## config.mk

```make
export PLATFORM = sky130hd
export DESIGN_NAME = led_current_regulated_dimmer_flat
export DESIGN_NICKNAME = d
export VERILOG_FILES = /design/src/rtl/lcrd_pkg.sv /design/src/rtl/lcrd_ifs.sv /design/src/rtl/led_current_regulated_dimmer.sv /design/src/rtl/lcrd_cfg.sv /design/src/rtl/lcrd_loop.sv /design/src/flat_wrapper.sv
export SDC_FILE = /design/constraint.sdc
export NUM_CORES = 1
export LEC_CHECK = 0
export BUFFER_PORTS_ARGS = -buffer_cell sky130_fd_sc_hd__buf_2
export CORE_ASPECT_RATIO = 0.8
export CORE_MARGIN = 10
export CORE_UTILIZATION = 40
export DETAILED_ROUTE_END_ITERATION = 10
export RECOVER_POWER = 100
export SLEW_MARGIN = 25
export SYNTH_ARGS = -nofsm -noshare
export SYNTH_HDL_FRONTEND = slang
export SYNTH_SLANG_ARGS = --single-unit
export TNS_END_PERCENT = 5
```

## constraint.sdc

```tcl
create_clock -name clk -period 9.5 [get_ports clk]
set_input_delay 0.95 -clock clk [delete_from_list [all_inputs] [get_ports clk]]
set_output_delay 0.95 -clock clk [all_outputs]
set_load 0.01 [all_outputs]
```

## src/rtl/lcrd_pkg.sv

```systemverilog
// Shared constants, types and helpers for the LED dimmer.
// No dependencies; used by every other file of the block but the macro header.
package lcrd_pkg;

  localparam int KEY_POLL_TICKS = 50;
  localparam int SAMPLE_COUNT   = 8;
  localparam int SAMPLE_SHIFT   = 3;
  localparam int DUTY_MAX       = 255;

  localparam int CNT_W      = 16;
  localparam int DUTY_W     = 8;
  localparam int CUR_W      = 10;
  localparam int SUM_W      = 16;
  localparam int AVG_W      = SUM_W - SAMPLE_SHIFT;
  localparam int IDX_W      = $clog2(SAMPLE_COUNT + 2);
  localparam int CFG_IDX_W  = 3;
  localparam int CFG_DATA_W = 16;

  // register indexes
  localparam logic [CFG_IDX_W-1:0] REG_NOMINAL_CURRENT = 3'd0;
  localparam logic [CFG_IDX_W-1:0] REG_START_LEVEL     = 3'd1;
  localparam logic [CFG_IDX_W-1:0] REG_BAND_LOW_TOP    = 3'd2;
  localparam logic [CFG_IDX_W-1:0] REG_BAND_MID_TOP    = 3'd3;
  localparam logic [CFG_IDX_W-1:0] REG_DWELL_SLOW      = 3'd4;
  localparam logic [CFG_IDX_W-1:0] REG_DWELL_MID       = 3'd5;
  localparam logic [CFG_IDX_W-1:0] REG_DWELL_FAST      = 3'd6;
  localparam logic [CFG_IDX_W-1:0] REG_MEASURE_PERIOD  = 3'd7;

  // register reset values
  localparam logic [CUR_W-1:0]  NOMINAL_RST = 10'd512;
  localparam logic [DUTY_W-1:0] START_RST   = 8'd64;
  localparam logic [DUTY_W-1:0] LOW_TOP_RST = 8'd32;
  localparam logic [DUTY_W-1:0] MID_TOP_RST = 8'd128;
  localparam logic [CNT_W-1:0]  SLOW_RST    = 16'd20;
  localparam logic [CNT_W-1:0]  MID_RST     = 16'd10;
  localparam logic [CNT_W-1:0]  FAST_RST    = 16'd2;
  localparam logic [CNT_W-1:0]  PERIOD_RST  = 16'd100;

  localparam logic [CUR_W-1:0] CUR_MAX = {CUR_W{1'b1}};

  typedef struct packed {
    logic [CUR_W-1:0]  nominal_current;
    logic [DUTY_W-1:0] start_level;
    logic [DUTY_W-1:0] band_low_top;
    logic [DUTY_W-1:0] band_mid_top;
    logic [CNT_W-1:0]  dwell_slow;
    logic [CNT_W-1:0]  dwell_mid;
    logic [CNT_W-1:0]  dwell_fast;
    logic [CNT_W-1:0]  measure_period;
  } cfg_t;

  typedef struct packed {
    logic             tick;
    logic             key_down;
    logic             conv_done;
    logic [CUR_W-1:0] conv_value;
  } item_t;

  typedef struct packed {
    logic [DUTY_W-1:0] duty;
    logic              drive_enabled;
    logic              lamp_on;
    logic              start_conversion;
    logic              sleep_now;
    logic [CUR_W-1:0]  average_current;
  } result_t;

  // saturating tick counter
  function automatic logic [CNT_W-1:0] sat_inc(input logic [CNT_W-1:0] c, input logic en);
    if (en && (c != {CNT_W{1'b1}})) begin
      return c + CNT_W'(1);
    end
    return c;
  endfunction

endpackage

```

## src/rtl/lcrd_ifs.sv

```systemverilog
// Handshake channel interfaces for the LED dimmer: item, result, register write.
// Depends on lcrd_pkg.
interface lcrd_item_if;
  logic                      valid;
  logic                      ready;
  logic                      tick;
  logic                      key_down;
  logic                      conv_done;
  logic [lcrd_pkg::CUR_W-1:0] conv_value;
  modport source (output valid, tick, key_down, conv_done, conv_value, input ready);
  modport sink   (input valid, tick, key_down, conv_done, conv_value, output ready);
endinterface

interface lcrd_result_if;
  logic                       valid;
  logic                       ready;
  logic [lcrd_pkg::DUTY_W-1:0] duty;
  logic                       drive_enabled;
  logic                       lamp_on;
  logic                       start_conversion;
  logic                       sleep_now;
  logic [lcrd_pkg::CUR_W-1:0]  average_current;
  modport source (output valid, duty, drive_enabled, lamp_on, start_conversion, sleep_now,
                  average_current, input ready);
  modport sink   (input valid, duty, drive_enabled, lamp_on, start_conversion, sleep_now,
                  average_current, output ready);
endinterface

interface lcrd_cfg_if;
  logic                           valid;
  logic                           ready;
  logic [lcrd_pkg::CFG_IDX_W-1:0]  index;
  logic [lcrd_pkg::CFG_DATA_W-1:0] data;
  modport source (output valid, index, data, input ready);
  modport sink   (input valid, index, data, output ready);
endinterface

```

## src/rtl/led_current_regulated_dimmer.sv

```systemverilog
// Top level of the current-regulated LED dimmer.
// Depends on lcrd_pkg, lcrd_ifs, lcrd_cfg and lcrd_loop.

// Each transaction on in_item is one pass of the dimmer's control loop and
// yields exactly one transaction on out_res. A pass goes through an input
// register, one pass of combinational loop logic and a result register. The
// block therefore takes one transaction per clock cycle while the receiver
// keeps out_res ready. A result is offered on out_res once its item has
// passed the input register and its result the result register. That rate
// comes from the loop state being updated in one pass of logic. The result
// register sits between the input and output handshakes. While a finished
// result waits, the input register can still take one item. The loop only
// advances when the result register can take its output. Settings are
// written through cfg_wr, which is always ready, and must only change while
// no transaction is in flight. After reset the lamp counts as on and aims for
// the start level, with all settings at their documented defaults.
module led_current_regulated_dimmer (
  input  logic                 clk,
  input  logic                 rst_n,
  lcrd_item_if.sink            in_item,
  lcrd_result_if.source        out_res,
  lcrd_cfg_if.sink             cfg_wr
);

  lcrd_pkg::cfg_t    cfg;
  lcrd_pkg::item_t   item_r;
  lcrd_pkg::result_t res_comb;
  lcrd_pkg::result_t res_r;
  logic              in_valid_r, in_valid_nxt;
  logic              out_valid_r, out_valid_nxt;
  logic              advance;
  logic              in_take;

  // register writes are always accepted and take effect in the next cycle
  assign cfg_wr.ready = 1'b1;

  lcrd_cfg u_cfg (
    .clk     (clk),
    .rst_n   (rst_n),
    .wr_en   (cfg_wr.valid),
    .wr_idx  (cfg_wr.index),
    .wr_data (cfg_wr.data),
    .cfg     (cfg)
  );

  // loop steps when an item is held and the result slot is free or draining
  assign advance       = in_valid_r && (!out_valid_r || out_res.ready);
  assign in_item.ready = !in_valid_r || advance;
  assign in_take       = in_item.valid && in_item.ready;

  always_comb begin
    in_valid_nxt = in_valid_r;
    if (in_take) begin
      in_valid_nxt = 1'b1;
    end else if (advance) begin
      in_valid_nxt = 1'b0;
    end
    out_valid_nxt = out_valid_r;
    if (advance) begin
      out_valid_nxt = 1'b1;
    end else if (out_res.ready) begin
      out_valid_nxt = 1'b0;
    end
  end

  always_ff @(posedge clk) begin
    if (!rst_n) begin
      in_valid_r  <= 1'b0;
      out_valid_r <= 1'b0;
    end else begin
      in_valid_r  <= in_valid_nxt;
      out_valid_r <= out_valid_nxt;
    end
  end

  // payload registers, no reset
  always_ff @(posedge clk) begin
    if (in_take) begin
      item_r.tick       <= in_item.tick;
      item_r.key_down   <= in_item.key_down;
      item_r.conv_done  <= in_item.conv_done;
      item_r.conv_value <= in_item.conv_value;
    end
    if (advance) begin
      res_r <= res_comb;
    end
  end

  lcrd_loop u_loop (
    .clk   (clk),
    .rst_n (rst_n),
    .step  (advance),
    .item  (item_r),
    .cfg   (cfg),
    .res   (res_comb)
  );

  assign out_res.valid            = out_valid_r;
  assign out_res.duty             = res_r.duty;
  assign out_res.drive_enabled    = res_r.drive_enabled;
  assign out_res.lamp_on          = res_r.lamp_on;
  assign out_res.start_conversion = res_r.start_conversion;
  assign out_res.sleep_now        = res_r.sleep_now;
  assign out_res.average_current  = res_r.average_current;

endmodule

```

## src/rtl/lcrd_cfg.sv

```systemverilog
// Register file for the dimmer settings.
// Depends on lcrd_pkg.
module lcrd_cfg (
  input  logic                           clk,
  input  logic                           rst_n,
  input  logic                           wr_en,
  input  logic [lcrd_pkg::CFG_IDX_W-1:0]  wr_idx,
  input  logic [lcrd_pkg::CFG_DATA_W-1:0] wr_data,
  output lcrd_pkg::cfg_t                 cfg
);

  lcrd_pkg::cfg_t cfg_r;

  always_ff @(posedge clk) begin
    if (!rst_n) begin
      cfg_r.nominal_current <= lcrd_pkg::NOMINAL_RST;
      cfg_r.start_level     <= lcrd_pkg::START_RST;
      cfg_r.band_low_top    <= lcrd_pkg::LOW_TOP_RST;
      cfg_r.band_mid_top    <= lcrd_pkg::MID_TOP_RST;
      cfg_r.dwell_slow      <= lcrd_pkg::SLOW_RST;
      cfg_r.dwell_mid       <= lcrd_pkg::MID_RST;
      cfg_r.dwell_fast      <= lcrd_pkg::FAST_RST;
      cfg_r.measure_period  <= lcrd_pkg::PERIOD_RST;
    end else if (wr_en) begin
      case (wr_idx)
        lcrd_pkg::REG_NOMINAL_CURRENT: cfg_r.nominal_current <= wr_data[lcrd_pkg::CUR_W-1:0];
        lcrd_pkg::REG_START_LEVEL:     cfg_r.start_level  <= wr_data[lcrd_pkg::DUTY_W-1:0];
        lcrd_pkg::REG_BAND_LOW_TOP:    cfg_r.band_low_top <= wr_data[lcrd_pkg::DUTY_W-1:0];
        lcrd_pkg::REG_BAND_MID_TOP:    cfg_r.band_mid_top <= wr_data[lcrd_pkg::DUTY_W-1:0];
        lcrd_pkg::REG_DWELL_SLOW:      cfg_r.dwell_slow     <= wr_data[lcrd_pkg::CNT_W-1:0];
        lcrd_pkg::REG_DWELL_MID:       cfg_r.dwell_mid      <= wr_data[lcrd_pkg::CNT_W-1:0];
        lcrd_pkg::REG_DWELL_FAST:      cfg_r.dwell_fast     <= wr_data[lcrd_pkg::CNT_W-1:0];
        lcrd_pkg::REG_MEASURE_PERIOD:  cfg_r.measure_period <= wr_data[lcrd_pkg::CNT_W-1:0];
        default: begin
        end
      endcase
    end
  end

  assign cfg = cfg_r;

endmodule

```

## src/rtl/lcrd_loop.sv

```systemverilog
// Control loop state and its one-pass update: key, fade, measurement, sleep.
// Depends on lcrd_pkg.
module lcrd_loop (
  input  logic              clk,
  input  logic              rst_n,
  input  logic              step,
  input  lcrd_pkg::item_t   item,
  input  lcrd_pkg::cfg_t    cfg,
  output lcrd_pkg::result_t res
);

  logic [lcrd_pkg::DUTY_W-1:0] duty_r, duty_nxt;
  logic [lcrd_pkg::DUTY_W-1:0] target_r, target_nxt;
  logic                        lamp_r, lamp_nxt;
  logic                        drive_r, drive_nxt;
  logic                        held_r, held_nxt;
  logic                        meas_r, meas_nxt;
  logic [lcrd_pkg::IDX_W-1:0]  idx_r, idx_nxt;
  logic [lcrd_pkg::SUM_W-1:0]  sum_r, sum_nxt;
  logic [lcrd_pkg::AVG_W-1:0]  avg_r, avg_nxt;
  logic [lcrd_pkg::CNT_W-1:0]  fade_cnt_r, fade_cnt_nxt;
  logic [lcrd_pkg::CNT_W-1:0]  meas_cnt_r, meas_cnt_nxt;
  logic [lcrd_pkg::CNT_W-1:0]  poll_cnt_r, poll_cnt_nxt;

  logic [lcrd_pkg::CNT_W-1:0]  dwell;
  logic                        step_ok;
  logic [lcrd_pkg::IDX_W-1:0]  idx_inc;
  logic [lcrd_pkg::SUM_W-1:0]  sum_add;
  logic [lcrd_pkg::SUM_W-1:0]  sum_avg;
  logic                        started;

  always_comb begin
    fade_cnt_nxt = lcrd_pkg::sat_inc(fade_cnt_r, item.tick);
    meas_cnt_nxt = lcrd_pkg::sat_inc(meas_cnt_r, item.tick);
    poll_cnt_nxt = lcrd_pkg::sat_inc(poll_cnt_r, item.tick);
    held_nxt     = held_r;
    lamp_nxt     = lamp_r;
    target_nxt   = target_r;
    duty_nxt     = duty_r;
    drive_nxt    = drive_r;
    meas_nxt     = meas_r;
    idx_nxt      = idx_r;
    sum_nxt      = sum_r;
    avg_nxt      = avg_r;
    started      = 1'b0;

    // key poll and edge detect
    if (poll_cnt_nxt >= lcrd_pkg::CNT_W'(lcrd_pkg::KEY_POLL_TICKS)) begin
      poll_cnt_nxt = '0;
      if (!held_r && item.key_down) begin
        held_nxt = 1'b1;
        if (lamp_r) begin
          lamp_nxt   = 1'b0;
          target_nxt = '0;
        end else begin
          lamp_nxt   = 1'b1;
          target_nxt = (duty_r > cfg.start_level) ? duty_r : cfg.start_level;
        end
      end else if (held_r && !item.key_down) begin
        held_nxt = 1'b0;
      end
    end

    // fade, dwell picked by the band of the present duty
    if (duty_r <= cfg.band_low_top) begin
      dwell = cfg.dwell_slow;
    end else if (duty_r <= cfg.band_mid_top) begin
      dwell = cfg.dwell_mid;
    end else begin
      dwell = cfg.dwell_fast;
    end
    step_ok = (fade_cnt_nxt >= dwell);

    if (duty_r != target_nxt) begin
      if (step_ok) begin
        fade_cnt_nxt = '0;
      end
      if (target_nxt < duty_r) begin
        if (step_ok) begin
          duty_nxt = duty_r - lcrd_pkg::DUTY_W'(1);
        end
        if (duty_nxt == '0) begin
          drive_nxt = 1'b0;
        end
      end else begin
        if (duty_r == '0) begin
          drive_nxt = 1'b1;
        end
        if (step_ok) begin
          duty_nxt = duty_r + lcrd_pkg::DUTY_W'(1);
        end
      end
    end

    // measurement series; first conversion is thrown away
    idx_inc = idx_r + lcrd_pkg::IDX_W'(1);
    sum_add = sum_r + ((idx_r != '0) ? lcrd_pkg::SUM_W'(item.conv_value) : '0);
    sum_avg = sum_add >> lcrd_pkg::SAMPLE_SHIFT;
    if (!meas_r) begin
      if (meas_cnt_nxt >= cfg.measure_period) begin
        meas_cnt_nxt = '0;
        idx_nxt      = '0;
        sum_nxt      = '0;
        meas_nxt     = 1'b1;
        started      = 1'b1;
      end
    end else if (item.conv_done) begin
      idx_nxt = idx_inc;
      sum_nxt = sum_add;
      if (idx_inc > lcrd_pkg::IDX_W'(lcrd_pkg::SAMPLE_COUNT)) begin
        meas_nxt     = 1'b0;
        meas_cnt_nxt = '0;
        sum_nxt      = sum_avg;
        avg_nxt      = sum_avg[lcrd_pkg::AVG_W-1:0];
        if (lamp_nxt) begin
          if ((avg_nxt > lcrd_pkg::AVG_W'(cfg.nominal_current)) && (target_nxt != '0)) begin
            target_nxt = target_nxt - lcrd_pkg::DUTY_W'(1);
          end
          if ((avg_nxt < lcrd_pkg::AVG_W'(cfg.nominal_current)) &&
              (target_nxt < lcrd_pkg::DUTY_W'(lcrd_pkg::DUTY_MAX))) begin
            target_nxt = target_nxt + lcrd_pkg::DUTY_W'(1);
          end
        end
      end
    end

    res.duty             = duty_nxt;
    res.drive_enabled    = drive_nxt;
    res.lamp_on          = lamp_nxt;
    res.start_conversion = started;
    res.sleep_now        = !lamp_nxt && (duty_nxt == '0) && !held_nxt;
    res.average_current  = (avg_nxt > lcrd_pkg::AVG_W'(lcrd_pkg::CUR_MAX)) ?
                           lcrd_pkg::CUR_MAX : avg_nxt[lcrd_pkg::CUR_W-1:0];
  end

  always_ff @(posedge clk) begin
    if (!rst_n) begin
      duty_r     <= '0;
      target_r   <= lcrd_pkg::START_RST;
      lamp_r     <= 1'b1;
      drive_r    <= 1'b0;
      held_r     <= 1'b0;
      meas_r     <= 1'b0;
      idx_r      <= '0;
      sum_r      <= '0;
      avg_r      <= '0;
      fade_cnt_r <= '0;
      meas_cnt_r <= '0;
      poll_cnt_r <= '0;
    end else if (step) begin
      duty_r     <= duty_nxt;
      target_r   <= target_nxt;
      lamp_r     <= lamp_nxt;
      drive_r    <= drive_nxt;
      held_r     <= held_nxt;
      meas_r     <= meas_nxt;
      idx_r      <= idx_nxt;
      sum_r      <= sum_nxt;
      avg_r      <= avg_nxt;
      fade_cnt_r <= fade_cnt_nxt;
      meas_cnt_r <= meas_cnt_nxt;
      poll_cnt_r <= poll_cnt_nxt;
    end
  end

endmodule

```

## src/flat_wrapper.sv

```systemverilog
// flat-port wrapper written by rule: the top's interface ports become plain ports
module led_current_regulated_dimmer_flat 
  (clk, rst_n, in_item_valid, in_item_tick, in_item_key_down, in_item_conv_done, in_item_conv_value, in_item_ready, out_res_valid, out_res_duty, out_res_drive_enabled, out_res_lamp_on, out_res_start_conversion, out_res_sleep_now, out_res_average_current, out_res_ready, cfg_wr_valid, cfg_wr_index, cfg_wr_data, cfg_wr_ready);
  lcrd_item_if in_item_i ();
  lcrd_result_if out_res_i ();
  lcrd_cfg_if cfg_wr_i ();
  input  logic clk;
  input  logic rst_n;
  input wire logic [$bits(in_item_i.valid)-1:0] in_item_valid;
  input wire logic [$bits(in_item_i.tick)-1:0] in_item_tick;
  input wire logic [$bits(in_item_i.key_down)-1:0] in_item_key_down;
  input wire logic [$bits(in_item_i.conv_done)-1:0] in_item_conv_done;
  input wire logic [$bits(in_item_i.conv_value)-1:0] in_item_conv_value;
  output wire logic [$bits(in_item_i.ready)-1:0] in_item_ready;
  output wire logic [$bits(out_res_i.valid)-1:0] out_res_valid;
  output wire logic [$bits(out_res_i.duty)-1:0] out_res_duty;
  output wire logic [$bits(out_res_i.drive_enabled)-1:0] out_res_drive_enabled;
  output wire logic [$bits(out_res_i.lamp_on)-1:0] out_res_lamp_on;
  output wire logic [$bits(out_res_i.start_conversion)-1:0] out_res_start_conversion;
  output wire logic [$bits(out_res_i.sleep_now)-1:0] out_res_sleep_now;
  output wire logic [$bits(out_res_i.average_current)-1:0] out_res_average_current;
  input wire logic [$bits(out_res_i.ready)-1:0] out_res_ready;
  input wire logic [$bits(cfg_wr_i.valid)-1:0] cfg_wr_valid;
  input wire logic [$bits(cfg_wr_i.index)-1:0] cfg_wr_index;
  input wire logic [$bits(cfg_wr_i.data)-1:0] cfg_wr_data;
  output wire logic [$bits(cfg_wr_i.ready)-1:0] cfg_wr_ready;
  assign in_item_i.valid = in_item_valid;
  assign in_item_i.tick = in_item_tick;
  assign in_item_i.key_down = in_item_key_down;
  assign in_item_i.conv_done = in_item_conv_done;
  assign in_item_i.conv_value = in_item_conv_value;
  assign in_item_ready = in_item_i.ready;
  assign out_res_valid = out_res_i.valid;
  assign out_res_duty = out_res_i.duty;
  assign out_res_drive_enabled = out_res_i.drive_enabled;
  assign out_res_lamp_on = out_res_i.lamp_on;
  assign out_res_start_conversion = out_res_i.start_conversion;
  assign out_res_sleep_now = out_res_i.sleep_now;
  assign out_res_average_current = out_res_i.average_current;
  assign out_res_i.ready = out_res_ready;
  assign cfg_wr_i.valid = cfg_wr_valid;
  assign cfg_wr_i.index = cfg_wr_index;
  assign cfg_wr_i.data = cfg_wr_data;
  assign cfg_wr_ready = cfg_wr_i.ready;
  led_current_regulated_dimmer u_core (.clk(clk), .rst_n(rst_n), .in_item(in_item_i), .out_res(out_res_i), .cfg_wr(cfg_wr_i));
endmodule
```

# Word-level counts from Yosys, hierarchy flattened
# Index checks and enable logic that the tools add are counted.
# W data, S select, Z words.
# totals
reg_bits	236
latch_bits	0
mem_bits_rw	0
mem_bits_ro	0
inputBits	37
output_inout_bits	25
word_cells	169
mem_count	0
# op_classes
add_sub_neg	9
multipliers	0
n_div	0
n_lt_le_gt_ge	12
n_eq_ne	12
n_shift	0
mux	67
n_bitwise	0
n_reduce_logical	37
# ops
cell	count
$mux W16	19
$mux W8	20
$add A16 B1 Y16 const B	3
$ne A16 B16 Y1 const B	3
$mux W13	3
$ge A16 B16 Y1	2
$logic_not A8 Y1	3
$mux W1	21
$add A16 B10 Y16	1
$add A8 B1 Y8 const B	2
$ge A16 B6 Y1 const B	1
$le A8 B8 Y1	2
$reduce_and A2 Y1	8
$sub A8 B1 Y8 const B	2
$gt A13 B10 Y1	1
$gt A13 B10 Y1 const B	1
$lt A13 B10 Y1	1
$eq A3 B3 Y1 const B	4
$mux W4	3
$logic_and A1 B1 Y1	11
$mux W10	1
$gt A8 B8 Y1	1
$lt A8 B8 Y1	1
$lt A8 B8 Y1 const B	1
other kinds (13)	22

# Depth between registers and ports, before layout
# logic_depth
ltp_word	20
depth_mapped	28
ltp_nobuf	28

# By module
# Synthesis repeated with hierarchy kept, for this count alone.
# hier_totals
cells_unflattened	1677
hier_area_um2	14357.5
# modules_own_cells
module	n_inst	cells_per_inst	area_per_inst_um2	seq_area_each_um2
lcrd_loop	1	1277	9501.6	2021.9
lcrd_cfg	1	354	3689.8	1961.9
led_current_regulated_dimmer	1	46	1166.1	1091.0

# Worst setup path after synthesis
# Ideal clock, no wire load.
# synth_timing
kind	reg2reg
startpoint	reg u_core.u_loop.idx_r[0] (netlist bit)
endpoint	reg u_core.u_loop.target_r[1] (netlist bit)
setup_ps	74
arrival_ps	5885
required_time_ps	9426
setup_slack_ps	3541
path_stages_with_launch	29
path_buffers	0
synth_period_minus_slack_ps	5959
path_cell_list	dfxtp_1 inv_1 ha_1 nor3b_1 nor2b_1 ha_1 inv_1 fa_1 nor2b_1 o21a_1 a31o_2 or2_2 a21o_1 a21oi_1 xor2_1 inv_1 ha_1 a2111oi_0 o21ai_0 a221oi_1 o21ai_0 a22oi_1 nor2b_1 a21oi_1 o211a_1 nand4_2 and4_1 or3_1 a31oi_1
# synth_via
elab_chain_len	17
word_cells_on_any_way	21
cone_classes	add/sub (3); order compare (4); mux (11); reduce/logical (3)
# synth_rtl
element	line_no	rtl
from (decl)	lcrd_loop.sv:18	logic [lcrd_pkg::IDX_W-1:0] idx_r, idx_nxt;
from (signal assigned)	lcrd_loop.sv:157	idx_r <= idx_nxt;
$reduce_bool A4 Y1	lcrd_loop.sv:97	sum_add = sum_r + ((idx_r != '0) ? lcrd_pkg::SUM_W'(item.conv_value) : '0);
$mux W10	lcrd_loop.sv:97	
$add A16 B10 Y16	lcrd_loop.sv:97	
$gt A13 B10 Y1	lcrd_loop.sv:116	if ((avg_nxt > lcrd_pkg::AVG_W'(cfg.nominal_current)) && (target_nxt != '0)) begin
$logic_and A1 B1 Y1	lcrd_loop.sv:116	
$mux W8	lcrd_loop.sv:116	
$mux W8	lcrd_loop.sv:115	if (lamp_nxt) begin
$mux W8	lcrd_loop.sv:110	if (idx_inc > lcrd_pkg::IDX_W'(lcrd_pkg::SAMPLE_COUNT)) begin
$mux W8	lcrd_loop.sv:107	end else if (item.conv_done) begin
$mux W8	lcrd_loop.sv:99	if (!meas_r) begin
$lt A8 B8 Y1	lcrd_loop.sv:120	(target_nxt < lcrd_pkg::DUTY_W'(lcrd_pkg::DUTY_MAX))) begin
$logic_and A1 B1 Y1	lcrd_loop.sv:119	if ((avg_nxt < lcrd_pkg::AVG_W'(cfg.nominal_current)) &&
$mux W8	lcrd_loop.sv:119	
$mux W8	lcrd_loop.sv:115	
$mux W8 *	lcrd_loop.sv:110	
$mux W8 *	lcrd_loop.sv:107	
$mux W8 *	lcrd_loop.sv:99	
to (signal assigned)	lcrd_loop.sv:139	target_r <= lcrd_pkg::START_RST;
to (signal assigned)	lcrd_loop.sv:152	target_r <= target_nxt;
to (decl)	lcrd_loop.sv:13	logic [lcrd_pkg::DUTY_W-1:0] target_r, target_nxt;
# Every way passes the cells marked *; elsewhere a longest branch is shown, timed or not. The select of a mux whose other input is x is not followed.
# A chain may end at the register's enable or synchronous reset.

==> reports/qor.txt <==
Crit. path cell count: 23
fin crit period: 7270 ps
post-CTS setup buffers: 0
port bufs: 60
ys async rst share: 0
Initial Util: 0.405
ratio of final minimum period to clock period: 0.765
pwr dens: 150 nW/um^2
CP Max Fanout: 22
Adder-Cell Fraction of Synth Area: 0.0848
XOR/XNOR share of the synthesized area: 0.0372
crit path DAT: 7650 ps
Peak VDD IR: 0.000122 V
Max-Cap Viols: 3
vias in the first global route: 11821
Critical Path Sink Type: flip-flop
fin. max-slew vios: 182
cts hold-fix bufs: 0
family with the most delay on the worst path: simple AND/OR/NAND/NOR gates
status: complete, but fails checks
number of synthesized flops with an enable pin: 35
GPL Wtd Cong: 0.905
routed wire length: 40300 um
Nets: 1944
register area share after synthesis: 0.360
Bufs and invs on worst path: 1
simple-gate share of the synthesized area: 0.248
Fin. Hold Viols: 0
Remaining DRCs: 0
largest net degree at the start of global routing: 91
H-tree lvl count: 1
critical path data required time: 9880 ps
Fmax: 138 MHz
routed len/inst: 17.5 um
CTS tree: built
Hold WC Path Type: flip-flop to flip-flop
clk_lat worst skew: 580 ps
critical path, cell by cell: nand3_1, or3_1, o31ai_1, mux2_1, o311a_2, o21ai_0, clkbuf_1, nand2_1, nand2_1, ha_1, nor2b_1, o21a_1, o21a_1, o21ai_0, nand2b_1, a21oi_1, o21a_1, nor3_1, a22o_1, and4_1, or4_1, nor4_1, nor4b_1
Synth area leaders: dfxtp_1, nand2_1, ha_1, edfxtp_1, a21oi_1
share of the synthesized area in the top cell type: 0.285
syn nets: 1924
cell row count: 61
Crit Path Category: flip-flop to flip-flop
count leader, synth: nand2_1
Tot Pwr: 2.35 mW
max incr delay on CP: 880 ps
chip width: 230 um
clk sinks: 236
critical path capture point: u_core.out_res.sleep_now
post-synthesis cell area: 14100 sq um
IO Count: 62
unrepaired setup endpoints after global routing: no
Area Overhead vs Synth: 11.1%
Clock Skew: 22.1 ps
startpoint types: flip-flop
r2r startpoint: u_core.u_loop.poll_cnt_r[3]
critical path's most frequent cell: o21a_1
Worst Setup SP: u_core.u_loop.poll_cnt_r[3]
DRT iter0 DRCs: 1033
Slew HR: -1.77
Num CTS Buffers: 28
antenna violations before repair: 2
failing checks: max-capacitance violations, max-slew violations
PostCTS Resize Cnt: 0
clock slew at reported path FFs: 60 ps
gr ovfl total: 0
Synth Area in Compound Gates: 0.196
first-pass GRT wire length: 64600 um
antenna viol nets, final: 0
Synth Warn #: 0
Commonest cells post-synth: nand2_1, dfxtp_1, a21oi_1
1st-pass router iterations: 5
CP max stage cell: clkbuf_1
Synth Area per Inst: 7.87 sq um
most area-hungry cell type in the Yosys netlist: dfxtp_1
DP Cell Count: 2254
core footprint: 34800 sq um
Netlist cell types: 92
total number of vias: 12725
clk buf depth: 3
setup slack, reg-to-reg: 2230 ps
layout cells sized above 1: 0.0692
Lkg Pwr: 6.07 nW
Final TNS setup: 0 ps
die footprint: 43200 sq um
Worst Reg-to-Reg Cells: 23
largest family of logic cells by synthesized area: simple AND/OR/NAND/NOR gates
worst-margin pin slew: 4160 ps
mux contribution to synthesized area: 0.0264
final setup fails: 0
flops & latches, synth: 236
Avg Vias per Cell: 5.51
non-filler instance count after layout: 2309
post-DP HPWL: 28000 um
r2r endpoint: u_core.out_res.sleep_now
ys flop type: dfxtp_1
die height: 188 um
Syn Inst Count: 1792
CTS root buf: clkbuf_16
global router's overall resource usage: 0.180
==> placed cells by master, fill, tap and decap left out, types with 11 or more instances in the layout <==
cell,count
ha_1,94
edfxtp_1,35
nand4_1,19
clkbuf_16,30
o21ai_0,67
nor3_1,32
a31oi_1,13
inv_1,85
clkbuf_1,39
o211ai_1,23
nand2b_1,31
nor2b_1,20
nand2_1,347
xnor2_1,40
a21o_1,28
nor4_1,11
nand3_1,73
or3_1,12
a21oi_1,197
buf_2,36
nor2_1,129
o21a_1,17
dfxtp_1,201
a211oi_1,17
xor2_1,18
mux2i_1,29
and3_1,30
==> sequential cells by signal, summed over array words and instances, names as in the netlist, 4 cells and up <==
name / flops
u_core.u_cfg.cfg: 98
u_core.u_loop.fade_cnt_r: 16
u_core.u_loop.meas_cnt_r: 16
u_core.u_loop.poll_cnt_r: 16
u_core.u_loop.sum_r: 16
u_core.item_r: 13
u_core.u_loop.avg_r: 13
u_core.out_res.average_current: 10
u_core.out_res.duty: 8
u_core.u_loop.duty_r: 8
u_core.u_loop.target_r: 8
u_core.u_loop.idx_r: 4
==> worst min path at each step <==
stage / from / endpoint / slack, ps / depth (start not counted)
floorplan: u_core.u_cfg.cfg[16] / u_core.u_cfg.cfg[16] / 440 / 2
global placement: u_core.u_cfg.cfg[38] / u_core.u_cfg.cfg[38] / 440 / 2
detailed placement: u_core.u_cfg.cfg[59] / u_core.u_cfg.cfg[59] / 450 / 2
CTS: u_core.u_cfg.cfg[59] / u_core.u_cfg.cfg[59] / 450 / 2
global route: u_core.u_cfg.cfg[45] / u_core.u_cfg.cfg[45] / 470 / 2
finish: u_core.u_cfg.cfg[59] / u_core.u_cfg.cfg[59] / 450 / 2
==> per-stage QoR <==
stage | worst slack, ps | hold WS [ps] | area (sq um) | util
2_1_floorplan | 3540 | 436 | 14100 | -
3_3_place_gp | 2490 | 441 | 14800 | 0.425
3_5_place_dp | 2420 | 447 | 14800 | 0.425
4_1_cts | 2380 | 455 | 15800 | 0.453
5_1_grt | 1520 | 471 | 15700 | 0.451
6_report | 2230 | 454 | 15700 | 0.451
==> where the power goes <==
| part | switching (mW) | total [mW] | leakage (nW) | internal [mW] |
|---|---|---|---|---|
| Sequential | 0.0141 | 1.05 | 1.96 | 1.03 |
| Clock | 0.443 | 1.13 | 0.474 | 0.687 |
| Combinational | 0.116 | 0.172 | 3.63 | 0.0562 |
==> worst reg2reg max path: cells and delay by family, from the launching register on <==
family,cells,cell delay [ps]
simple gates,11,2650
compound gates,9,2330
buf+inv,1,880
flops,1,500
mux,1,420
fa+ha+maj,1,290
==> logic make-up after synthesis <==
logic type,count (synthesis)
AOI/OAI and AO/OA,437
xor gates and xnor gates,59
adders and majority gates,95
buffers and inverters,171
DFF,236
muxes,36
other,1
and+or+nand+nor,757
==> cell type report <==
class                           count  area (sq um)
Inverter                           87           329
Timing Repair Buffer               74           353
Clock inverter                      6          97.6
Fill cell                        3544         19100
Clock buffer                       46           881
Antenna cell                        3          7.51
Multi-Input combinational cell   1385          8350
Tap cell                          472           591
Sequential cell                   236          5070
==> metal layers <==
metal | vias to the layer above | track usage | routed length [um] | share of wire
met2 | 328 | 0.280 | 17700 | 0.44
met5 | - | 0 | 0 | 0
met3 | 50 | 0.0246 | 2170 | 0.054
li1 | 6336 | - | - | -
met4 | 0 | 0.0442 | 717 | 0.018
met1 | 6011 | 0.256 | 19700 | 0.49
(Power assumes the default switching activity.)
